<file path="config.mk">
export PLATFORM = sky130hd
export DESIGN_NAME = bytes_to_base_p_digits
export DESIGN_NICKNAME = d
export VERILOG_FILES = /design/src/design/bbpd_pkg.sv /design/src/design/bbpd_limb_ram.sv /design/src/design/bytes_to_base_p_digits.sv
export VERILOG_INCLUDE_DIRS = /design/src /design/src/design
export SDC_FILE = /design/constraint.sdc
export NUM_CORES = 2
export LEC_CHECK = 0
export ABC_AREA = 1
export BUFFER_PORTS_ARGS = -buffer_cell sky130_fd_sc_hd__buf_2
export CAP_MARGIN = 20
export CORE_ASPECT_RATIO = 2
export CORE_MARGIN = 2
export CORE_UTILIZATION = 40
export DETAILED_ROUTE_END_ITERATION = 16
export PLACE_DENSITY = 0.59
export SYNTH_ARGS = -nofsm -noshare
export SYNTH_HDL_FRONTEND = slang
export SYNTH_SLANG_ARGS = --single-unit
export TNS_END_PERCENT = 100
</file>
<file path="constraint.sdc">
create_clock -name aclk -period 7.7 [get_ports aclk]
set_input_delay 0.385 -clock aclk [delete_from_list [all_inputs] [get_ports aclk]]
set_output_delay 0.385 -clock aclk [all_outputs]
set_load 0.01 [all_outputs]
</file>
<file path="src/design/bytes_to_base_p_digits_defines.svh">
// Assertion macros shared by the base-p digit converter.
`ifndef BYTES_TO_BASE_P_DIGITS_DEFINES_SVH
`define BYTES_TO_BASE_P_DIGITS_DEFINES_SVH

// Same-cycle implication, checked on aclk, muted while aresetn is low.
`define BBPD_ASSERT_IMP(label, ante, cons, msg) \
    label: assert property (@(posedge aclk) disable iff (!aresetn) (ante) |-> (cons)) \
        else $error(msg);

// Next-cycle implication, checked on aclk, muted while aresetn is low.
`define BBPD_ASSERT_NXT(label, ante, cons, msg) \
    label: assert property (@(posedge aclk) disable iff (!aresetn) (ante) |=> (cons)) \
        else $error(msg);

`endif

</file>
<file path="src/design/bbpd_pkg.sv">
// Shared constants for the base-p digit converter.
`timescale 1ns / 1ps

package bbpd_pkg;

    // Field widths
    localparam int BYTE_W  = 8;
    localparam int LIMB_W  = 16;
    localparam int DIGIT_W = 14;
    localparam int INDEX_W = 5;

    // Default sizes
    localparam int NUM_LIMBS_DEF  = 24;
    localparam int NUM_DIGITS_DEF = 19;

    // Prime modulus
    localparam int unsigned MOD_P = 9767;
    localparam logic [DIGIT_W-1:0] MOD_P_V = DIGIT_W'(MOD_P);

    // Dividend of one division step: remainder above one limb
    localparam int NUM_W = DIGIT_W + LIMB_W;

    // Reciprocal for exact floor division of any NUM_W-bit value by MOD_P
    localparam int RECIP_SHIFT = NUM_W + DIGIT_W;
    localparam int RECIP_W     = 32;
    localparam logic [RECIP_W-1:0] RECIP =
        RECIP_W'(((64'd1 << RECIP_SHIFT) + 64'(MOD_P - 1)) / 64'(MOD_P));
    localparam int PROD_W = NUM_W + RECIP_W;

    // 2^32 mod p, the Montgomery scale factor
    localparam logic [DIGIT_W-1:0] MONT_R_MOD = DIGIT_W'((64'd1 << 32) % 64'(MOD_P));

endpackage

</file>
<file path="src/design/bbpd_limb_ram.sv">
// Limb store: one write port, one read port with registered read data.
`timescale 1ns / 1ps

module bbpd_limb_ram
    import bbpd_pkg::*;
#(
    parameter int NUM_LIMBS = NUM_LIMBS_DEF
) (
    input  logic                         aclk,
    input  logic                         wr_en,
    input  logic [$clog2(NUM_LIMBS)-1:0] wr_addr,
    input  logic [LIMB_W-1:0]            wr_data,
    input  logic                         rd_en,
    input  logic [$clog2(NUM_LIMBS)-1:0] rd_addr,
    output logic [LIMB_W-1:0]            rd_data
);

    logic [LIMB_W-1:0] mem [NUM_LIMBS];
    logic [LIMB_W-1:0] rd_data_reg;

    // Write one limb
    always_ff @(posedge aclk) begin
        if (wr_en) begin
            mem[wr_addr] <= wr_data;
        end
    end

    // Read one limb, data valid the next cycle
    always_ff @(posedge aclk) begin
        if (rd_en) begin
            rd_data_reg <= mem[rd_addr];
        end
    end

    assign rd_data = rd_data_reg;

endmodule

</file>
<file path="src/design/bytes_to_base_p_digits.sv">
// Top level: converts a 48-byte little-endian integer into Montgomery-form base-9767 digits.
// Load: one byte per cycle while s_ready is high; no result for bytes 1..47.
// Convert: per digit, the three-stage reciprocal divide loop (S_MUL1, S_MUL2,
//   S_SUB) walks the limb RAM serially, top limb first.
// Digits leave least significant first, NUM_DIGITS (19 by default) in all.
// Reset clears control and output valid; the limb RAM keeps its contents.
`timescale 1ns / 1ps
`include "bytes_to_base_p_digits_defines.svh"

module bytes_to_base_p_digits
    import bbpd_pkg::*;
#(
    parameter int NUM_LIMBS  = NUM_LIMBS_DEF,
    parameter int NUM_DIGITS = NUM_DIGITS_DEF
) (
    input  logic               aclk,
    input  logic               aresetn,
    input  logic               s_valid,
    output logic               s_ready,
    input  logic [BYTE_W-1:0]  s_data_byte,
    output logic               m_valid,
    input  logic               m_ready,
    output logic [DIGIT_W-1:0] m_digit,
    output logic [INDEX_W-1:0] m_digit_index,
    output logic               m_last_digit
);

    localparam int AW    = $clog2(NUM_LIMBS);
    localparam int CNT_W = $clog2(2 * NUM_LIMBS);
    localparam logic [AW-1:0]      TOP_LIMB   = AW'(NUM_LIMBS - 1);
    localparam logic [CNT_W-1:0]   LAST_BYTE  = CNT_W'(2 * NUM_LIMBS - 1);
    localparam logic [INDEX_W-1:0] LAST_DIGIT = INDEX_W'(NUM_DIGITS - 1);

    typedef enum logic [2:0] {
        S_LOAD,
        S_RD,
        S_MUL1,
        S_MUL2,
        S_SUB,
        S_TMUL,
        S_OUT
    } state_t;

    state_t               state_reg;
    logic [CNT_W-1:0]     byte_cnt_reg;
    logic [BYTE_W-1:0]    low_byte_reg;
    logic [AW-1:0]        limb_idx_reg;
    logic [INDEX_W-1:0]   digit_idx_reg;
    logic [DIGIT_W-1:0]   rem_reg;
    logic                 tm_mode_reg;
    logic [NUM_W-1:0]     num_reg;
    logic [PROD_W-1:0]    prod_reg;
    logic [LIMB_W-1:0]    quot_reg;
    logic [NUM_W-1:0]     qp_reg;
    logic [DIGIT_W-1:0]   pend_digit_reg;
    logic                 m_valid_reg;
    logic [DIGIT_W-1:0]   m_digit_reg;
    logic [INDEX_W-1:0]   m_index_reg;
    logic                 m_last_reg;

    logic                 ram_we;
    logic [AW-1:0]        ram_waddr;
    logic [LIMB_W-1:0]    ram_wdata;
    logic                 ram_re;
    logic [AW-1:0]        ram_raddr;
    logic [LIMB_W-1:0]    ram_rdata;

    logic                 s_accept;
    logic                 out_free;
    logic [NUM_W-1:0]     mul_a;
    logic [PROD_W-1:0]    prod_w;
    logic [LIMB_W-1:0]    quot_w;
    logic [NUM_W-1:0]     qp_w;
    logic [NUM_W-1:0]     diff_w;
    logic [DIGIT_W-1:0]   rem_w;
    logic [NUM_W-1:0]     tm_prod_w;

    bbpd_limb_ram #(
        .NUM_LIMBS (NUM_LIMBS)
    ) u_limb_ram (
        .aclk    (aclk),
        .wr_en   (ram_we),
        .wr_addr (ram_waddr),
        .wr_data (ram_wdata),
        .rd_en   (ram_re),
        .rd_addr (ram_raddr),
        .rd_data (ram_rdata)
    );

    assign s_ready  = (state_reg == S_LOAD);
    assign s_accept = s_valid && s_ready;
    assign out_free = !m_valid_reg || m_ready;

    // Stage 1: dividend times reciprocal
    assign mul_a  = tm_mode_reg ? num_reg : {rem_reg, ram_rdata};
    assign prod_w = PROD_W'(mul_a) * PROD_W'(RECIP);

    // Stage 2: quotient times p
    assign quot_w = prod_reg[RECIP_SHIFT +: LIMB_W];
    assign qp_w   = NUM_W'(quot_w) * NUM_W'(MOD_P_V);

    // Stage 3: remainder
    assign diff_w = num_reg - qp_reg;
    assign rem_w  = diff_w[DIGIT_W-1:0];

    // Scale the final remainder into Montgomery form before reducing it
    assign tm_prod_w = NUM_W'(rem_reg) * NUM_W'(MONT_R_MOD);

    // Limb RAM access: byte pairs while loading, read-modify-write while dividing
    always_comb begin
        ram_we    = 1'b0;
        ram_waddr = limb_idx_reg;
        ram_wdata = quot_reg;
        ram_re    = 1'b0;
        ram_raddr = limb_idx_reg;
        unique case (state_reg)
            S_LOAD: begin
                ram_we    = s_accept && byte_cnt_reg[0];
                ram_waddr = byte_cnt_reg[CNT_W-1:1];
                ram_wdata = {s_data_byte, low_byte_reg};
            end
            S_RD: begin
                ram_re = 1'b1;
            end
            S_SUB: begin
                if (!tm_mode_reg) begin
                    ram_we = 1'b1;
                    if (limb_idx_reg != '0) begin
                        ram_re    = 1'b1;
                        ram_raddr = limb_idx_reg - AW'(1);
                    end
                end
            end
            default: begin
            end
        endcase
    end

    // Sequencer, datapath registers and output register
    always_ff @(posedge aclk) begin
        if (!aresetn) begin
            state_reg     <= S_LOAD;
            byte_cnt_reg  <= '0;
            low_byte_reg  <= '0;
            limb_idx_reg  <= '0;
            digit_idx_reg <= '0;
            rem_reg       <= '0;
            tm_mode_reg   <= 1'b0;
            m_valid_reg   <= 1'b0;
        end else begin
            // Drop the result once it is taken
            if (m_valid_reg && m_ready && (state_reg != S_OUT)) begin
                m_valid_reg <= 1'b0;
            end
            unique case (state_reg)
                S_LOAD: begin
                    if (s_accept) begin
                        if (!byte_cnt_reg[0]) begin
                            low_byte_reg <= s_data_byte;
                        end
                        if (byte_cnt_reg == LAST_BYTE) begin
                            byte_cnt_reg  <= '0;
                            limb_idx_reg  <= TOP_LIMB;
                            digit_idx_reg <= '0;
                            rem_reg       <= '0;
                            tm_mode_reg   <= 1'b0;
                            state_reg     <= S_RD;
                        end else begin
                            byte_cnt_reg <= byte_cnt_reg + CNT_W'(1);
                        end
                    end
                end
                S_RD: begin
                    state_reg <= S_MUL1;
                end
                S_MUL1: begin
                    num_reg   <= mul_a;
                    prod_reg  <= prod_w;
                    state_reg <= S_MUL2;
                end
                S_MUL2: begin
                    quot_reg  <= quot_w;
                    qp_reg    <= qp_w;
                    state_reg <= S_SUB;
                end
                S_SUB: begin
                    if (tm_mode_reg) begin
                        // Zero is shown as p
                        pend_digit_reg <= (rem_w == '0) ? MOD_P_V : rem_w;
                        state_reg      <= S_OUT;
                    end else begin
                        rem_reg <= rem_w;
                        if (limb_idx_reg == '0) begin
                            state_reg <= S_TMUL;
                        end else begin
                            limb_idx_reg <= limb_idx_reg - AW'(1);
                            state_reg    <= S_MUL1;
                        end
                    end
                end
                S_TMUL: begin
                    num_reg     <= tm_prod_w;
                    tm_mode_reg <= 1'b1;
                    state_reg   <= S_MUL1;
                end
                S_OUT: begin
                    // Hold the digit until the output register is free
                    if (out_free) begin
                        m_valid_reg <= 1'b1;
                        m_digit_reg <= pend_digit_reg;
                        m_index_reg <= digit_idx_reg;
                        m_last_reg  <= (digit_idx_reg == LAST_DIGIT);
                        tm_mode_reg <= 1'b0;
                        rem_reg     <= '0;
                        if (digit_idx_reg == LAST_DIGIT) begin
                            digit_idx_reg <= '0;
                            state_reg     <= S_LOAD;
                        end else begin
                            digit_idx_reg <= digit_idx_reg + INDEX_W'(1);
                            limb_idx_reg  <= TOP_LIMB;
                            state_reg     <= S_RD;
                        end
                    end
                end
                default: begin
                    state_reg <= S_LOAD;
                end
            endcase
        end
    end

    assign m_valid       = m_valid_reg;
    assign m_digit       = m_digit_reg;
    assign m_digit_index = m_index_reg;
    assign m_last_digit  = m_last_reg;

    // Checks on the divide loop and the result register
    `BBPD_ASSERT_IMP(a_rem_below_p, (state_reg == S_SUB), (diff_w < NUM_W'(MOD_P)), "remainder not below p")
    `BBPD_ASSERT_IMP(a_digit_range, m_valid_reg, ((m_digit_reg != '0) && (m_digit_reg <= MOD_P_V)), "digit out of range")
    `BBPD_ASSERT_IMP(a_last_flag, m_valid_reg, (m_last_reg == (m_index_reg == LAST_DIGIT)), "last flag does not match index")
    `BBPD_ASSERT_NXT(a_start_convert, (s_accept && (byte_cnt_reg == LAST_BYTE)), ((state_reg == S_RD) && (limb_idx_reg == TOP_LIMB)), "conversion did not start at top limb")

endmodule
</file>
# Word level (Yosys, flattened, before mapping)
# Memories as Yosys holds them, arrays and structs flattened. A register that Yosys moved wholly into a read port is not among the register bits.
# Index checks and enable logic that the tools add are counted.
# W data, S select, Z words.
word_totals:
  regBits: 195
  latchBits: 0
  mem_bits_rw: 384
  romBits: 0
  in_bits: 12
  wordCells: 113
  memories: 1
classes:
  addsub: 4
  n_mul: 3
  div_mod_pow: 0
  magnitude_cmp: 0
  eq_ne: 15
  shifts: 0
  n_mux: 46
  bitwise_logic: 1
  n_reduce_logical: 27
mem_list:
  columns: ["name", "words", "word_bits", "rd", "rd_clocked_by_memory_dff", "wr", "line", "source"]
  rows:
  - ["u_limb_ram.mem", 24, 16, 1, 1, 1, "bbpd_limb_ram.sv:18", "logic [LIMB_W-1:0] mem [NUM_LIMBS];"]
op_table:
  columns: ["operator", "n"]
  rows:
  - ["$mux W5", 14]
  - ["$pmux W30 S2", 1]
  - ["$mul A30 B29 Y58 const B", 1]
  - ["$mux W14", 4]
  - ["$pmux W14 S3", 1]
  - ["$mux W30", 1]
  - ["$mul A14 B12 Y26 const B", 1]
  - ["$pmux W3 S6", 1]
  - ["$mul A16 B14 Y14 const B", 1]
  - ["$mux W16", 1]
  - ["$mux W3", 5]
  - ["$pmux W5 S3", 1]
  - ["$logic_not A14 Y1", 1]
  - ["$sub A14 B14 Y14", 1]
  - ["$mux W1", 12]
  - ["$reduce_and A3 Y1", 4]
  - ["$pmux W5 S2", 1]
  - ["$eq A3 B3 Y1 const B", 3]
  - ["$ne A2 B2 Y1 const B", 4]
  - ["$reduce_and A2 Y1", 4]
  - ["$reduce_and A4 Y1", 2]
  - ["$reduce_and A7 Y1", 1]
  - ["$add A6 B1 Y6 const B", 1]
  - ["$eq A3 B2 Y1 const B", 2]
  - ["other kinds (21)", 28]

# Longest topological paths before layout
logic_depth:
  word_depth: 6
  depth_mapped: 33
  mapped_depth_nobuf: 32

# Cells and area by module
# From an unflattened synthesis, not the netlist that was laid out.
unflattened:
  hier_cells: 4666
  area_unflattened_um2: 45341.0
by_module_without_submodules:
  columns: ["module", "n_inst", "cells_each", "area_each_um2", "seq_area_each_um2"]
  rows:
  - ["bytes_to_base_p_digits", 1, 3183, 28631.2, 4134.0]
  - ["bbpd_limb_ram", 1, 1483, 16709.8, 12011.5]

# Worst setup path after synthesis
# Ideal clock, no wire load.
synth_path:
  path_type: "reg-to-reg"
  from: "register tm_mode_reg"
  to: "register prod_reg[51], data pin"
  arrival_time_ns: 6.855
  setup_slack_ns: 0.593
  stages_incl_launch_ff: 25
  n_path_buf: 2
  synth_period_minus_slack_ns: 7.107
  path_cell_list: "dfxtp_1 buf_2 clkbuf_1 o21ai_0 inv_1 fa_1 ha_1 inv_1 fa_1 fa_1 inv_1 fa_1 fa_1 fa_1 ha_1 ha_1 a21oi_1 o21ai_0 nand2_1 and2_1 or2_2 nand3b_1 nor2_1 nand3_1 nand2_1"
synth_between:
  elab_chain_cells: 2
synth_rtl:
  columns: ["item", "line", "source"]
  rows:
  - ["from (decl)", "bytes_to_base_p_digits.sv:50", "logic tm_mode_reg;"]
  - ["from (signal assigned)", "bytes_to_base_p_digits.sv:148", "tm_mode_reg <= 1'b0;"]
  - ["from (signal assigned)", "bytes_to_base_p_digits.sv:166", "tm_mode_reg <= 1'b0;"]
  - ["from (signal assigned)", "bytes_to_base_p_digits.sv:203", "tm_mode_reg <= 1'b1;"]
  - ["$mux W30", "bytes_to_base_p_digits.sv:95", "assign mul_a = tm_mode_reg ? num_reg : {rem_reg, ram_rdata};"]
  - ["via mul_a[28]", "bytes_to_base_p_digits.sv:70", "logic [NUM_W-1:0] mul_a;"]
  - ["$mul A30 B29 Y58", "bytes_to_base_p_digits.sv:96", "assign prod_w = PROD_W'(mul_a) * PROD_W'(RECIP);"]
  - ["via prod_w[51]", "bytes_to_base_p_digits.sv:71", "logic [PROD_W-1:0] prod_w;"]
  - ["to (signal assigned)", "bytes_to_base_p_digits.sv:178", "prod_reg <= prod_w;"]
  - ["to (decl)", "bytes_to_base_p_digits.sv:52", "logic [PROD_W-1:0] prod_reg;"]
# The timed path passes the listed nets, and every way through them passes these cells.
# A chain may end at the register's enable or synchronous reset.

# Worst setup path in the final report
layout_path:
  from: "register tm_mode_reg"
  to: "register prod_reg[45], data pin"
layout_between:
  elab_chain_cells: 2
layout_rtl:
  columns: ["item", "line"]
  rows:
  - ["$mux W30", "bytes_to_base_p_digits.sv:95"]
  - ["$mul A30 B29 Y58", "bytes_to_base_p_digits.sv:96"]
  - ["via prod_w[45]", "bytes_to_base_p_digits.sv:71"]
# The timed path passes the listed nets, and every way through them passes these cells.

==> metrics <==
WHS Endpoint low_byte_reg[4]; Worst-path clk slew 0.09 ns; Yosys cell types 45; asr flop ratio synth 0; hold bufs inserted after CTS 0; Worst Hold Class input pin to register; # clock sinks between 500 and 600; first-pass GRT wire length 217300 µm; CTS tree done; Fin Setup TNS 0 ns; max-cap violations 0; max-slew violation count 0; mean cell area of the mapped netlist 9.652 µm²; Core Area about 110000 µm²; total grt overflow 0; nets@finish 5778; fillcell total 10850; Die H roughly 480 µm; clk_skew 0.03214 ns; worst reg2reg path depth 27; area of the multi-input gates 24750 µm²; Syn Nets 5658; r2r endpoint prod_reg[45]; max reg flops 384; vias in the first global route 34420; via count 32590; drt total wl 149300 µm; Site Rows between 150 and 200; CP Data Required Time 8.13 ns; DRC errors left 0; layout cells sized above 1 0.07612; CP max FO 7; GP Congestion 1.037; Slew HR 0.3180; final worst path period need 7.522 ns; sequential fraction of the synthesis area 0.3556; starting density of the core 0.4034; Detail Route Antenna Nets 0; Worst R2R Setup Slack 0.18 ns; min setup slack post-route approximately 0.18 ns; hold depth 3; RSZ-0062 raised after global routing yes; FMAX 0.1329 GHz; Synth Instances 4704; Worst EP arrival ~8 ns; status finished clean; # setup viols final 0; total CTS buffers 46; Fin. Hold Viols 0; Worst setup EP type register; Synth Flop Type edfxtp_1; Slew @ Worst Pin 1.023 ns; top-level I/O count 34; DP HPWL 119900 µm; hold path start s_data_byte[4]; worst r2r src tm_mode_reg; first-pass iteration count of the detailed router 7; Synth Register Bits 552; total track usage 0.2586; Die Span X between 200 and 250 µm; Synth-to-Final Area Change 9.777%; clock buffer depth 3; Place WS -0.1435 ns; initial antenna violation count 1; fin crit share 0.9769; Root Buffer Master clkbuf_16; post-DR wirelength/cell 23.48 µm; Die ar. 116400 µm²; Yosys warning total 0; Register Area 16150 µm²; WS Path Type register to register; Synth Cell Area 45400 µm²; largest net degree at the start of global routing 87; most frequent cells in the layout 1117 x inv_1, 768 x nand2_1, 509 x edfxtp_1, 475 x ha_1, 454 x fa_1; commonest non-fill, non-tap cell in the layout inv_1; DR iter-0 viols 1669; CP Launch Type register; latest clock arrival within the worst-skew pair a little over 0.6 ns; Critical Path Source tm_mode_reg; input/output buffers 33; number of flops mapped to enable cells by yosys 509; WHS around 0.092 ns; Via density just over 5; H-tree Lvls 2
repair_timing:
| item | CTS | global route |
|---|---|---|
| setup endpoints to repair | 3 | 16 |
| endpoints found under the hold margin | 0 | 0 |
| pin swaps | 0 | 6 |
| buffers inserted | 0 | 19 |
| gates resized for setup | 3 | 78 |
how the worst max path moves through the flow:
stage                               to  slack (ns)  depth (start not counted)
after detailed placement  prod_reg[51]       -0.14                         27
after CTS                 prod_reg[51]        0.02                         27
after global placement    prod_reg[51]       -0.09                         27
final                     prod_reg[45]        0.18                         27
after floorplan           prod_reg[51]        0.59                         24
after global routing      prod_reg[50]       -0.03                         31
per-stage QoR:
stage | util | area [µm²] | std cells
floorplan | - | 45400 | 4704
global placement | 0.4259 | 47930 | 6252
detailed placement | 0.4259 | 47930 | 6252
CTS | 0.4397 | 49490 | 6337
global route | 0.4428 | 49840 | 6358
finish | 0.4428 | 49840 | 6360
worst max-delay path, cell delays in order, from the launching register on:
cell and delay (ns):
dfxtp_4 0.38, clkinvlp_4 0.17, buf_4 0.18, or2_2 0.26
o21ai_0 0.09, buf_4 0.24, inv_1 0.17, buf_4 0.24
ha_2 0.43, inv_1 0.08, fa_1 0.50, fa_1 0.52
inv_1 0.07, fa_1 0.59, fa_1 0.47, fa_1 0.52
fa_1 0.42, ha_1 0.29, ha_1 0.32, nand2_1 0.17
nor2_1 0.35, inv_1 0.07, nor2_1 0.14, inv_1 0.07
nor2_1 0.15, nand3_1 0.10, nand3_1 0.11, xor2_1 0.22
Yosys cell counts, types with 20 or more instances:
| cell type | number | area [µm²] |
|---|---|---|
| or2_2 | 37 | 231.5 |
| o21ai_0 | 166 | 830.8 |
| dfxtp_1 | 43 | 860.8 |
| nor3_1 | 30 | 150.1 |
| o211ai_1 | 21 | 157.7 |
| xnor2_1 | 20 | 175.2 |
| ha_1 | 481 | 6018 |
| fa_1 | 461 | 9229 |
| nor2_1 | 183 | 686.9 |
| buf_2 | 54 | 270.3 |
| edfxtp_1 | 509 | 15280 |
| clkbuf_1 | 37 | 138.9 |
| nand3_1 | 422 | 2112 |
| xor2_1 | 44 | 385.4 |
| nand2_1 | 777 | 2917 |
| inv_1 | 1134 | 4257 |
| a21oi_1 | 162 | 810.8 |
metal layers:
metal  share of wire  vias up  track usage
met4            0.11        0       0.2400
met5               0        -            0
met3           0.031      458      0.02500
met1            0.30    16080       0.2245
li1                -    15180            -
met2            0.56      884       0.5101
layout make-up:
class                           instances  area share
Antenna cell                            3   0.0001506
Clock buffer                           57     0.02493
Clock inverter                         28    0.006075
Inverter                             1138     0.08578
Multi-Input combinational cell       2913      0.4965
Sequential cell                       552      0.3240
Tap cell                             1496     0.03755
Timing Repair Buffer                  173     0.02500
cells by family after synthesis:
group | after synthesis | share of synthesized area
xor+xnor | 64 | 0.01235
buf+inv | 1239 | 0.1047
fa+ha+maj | 942 | 0.3358
flops | 552 | 0.3556
simple gates | 1494 | 0.1411
compound gates | 413 | 0.05040
Power is not shown: default switching activity piles up to over one toggle a cycle in this logic, so the estimate is an artifact.
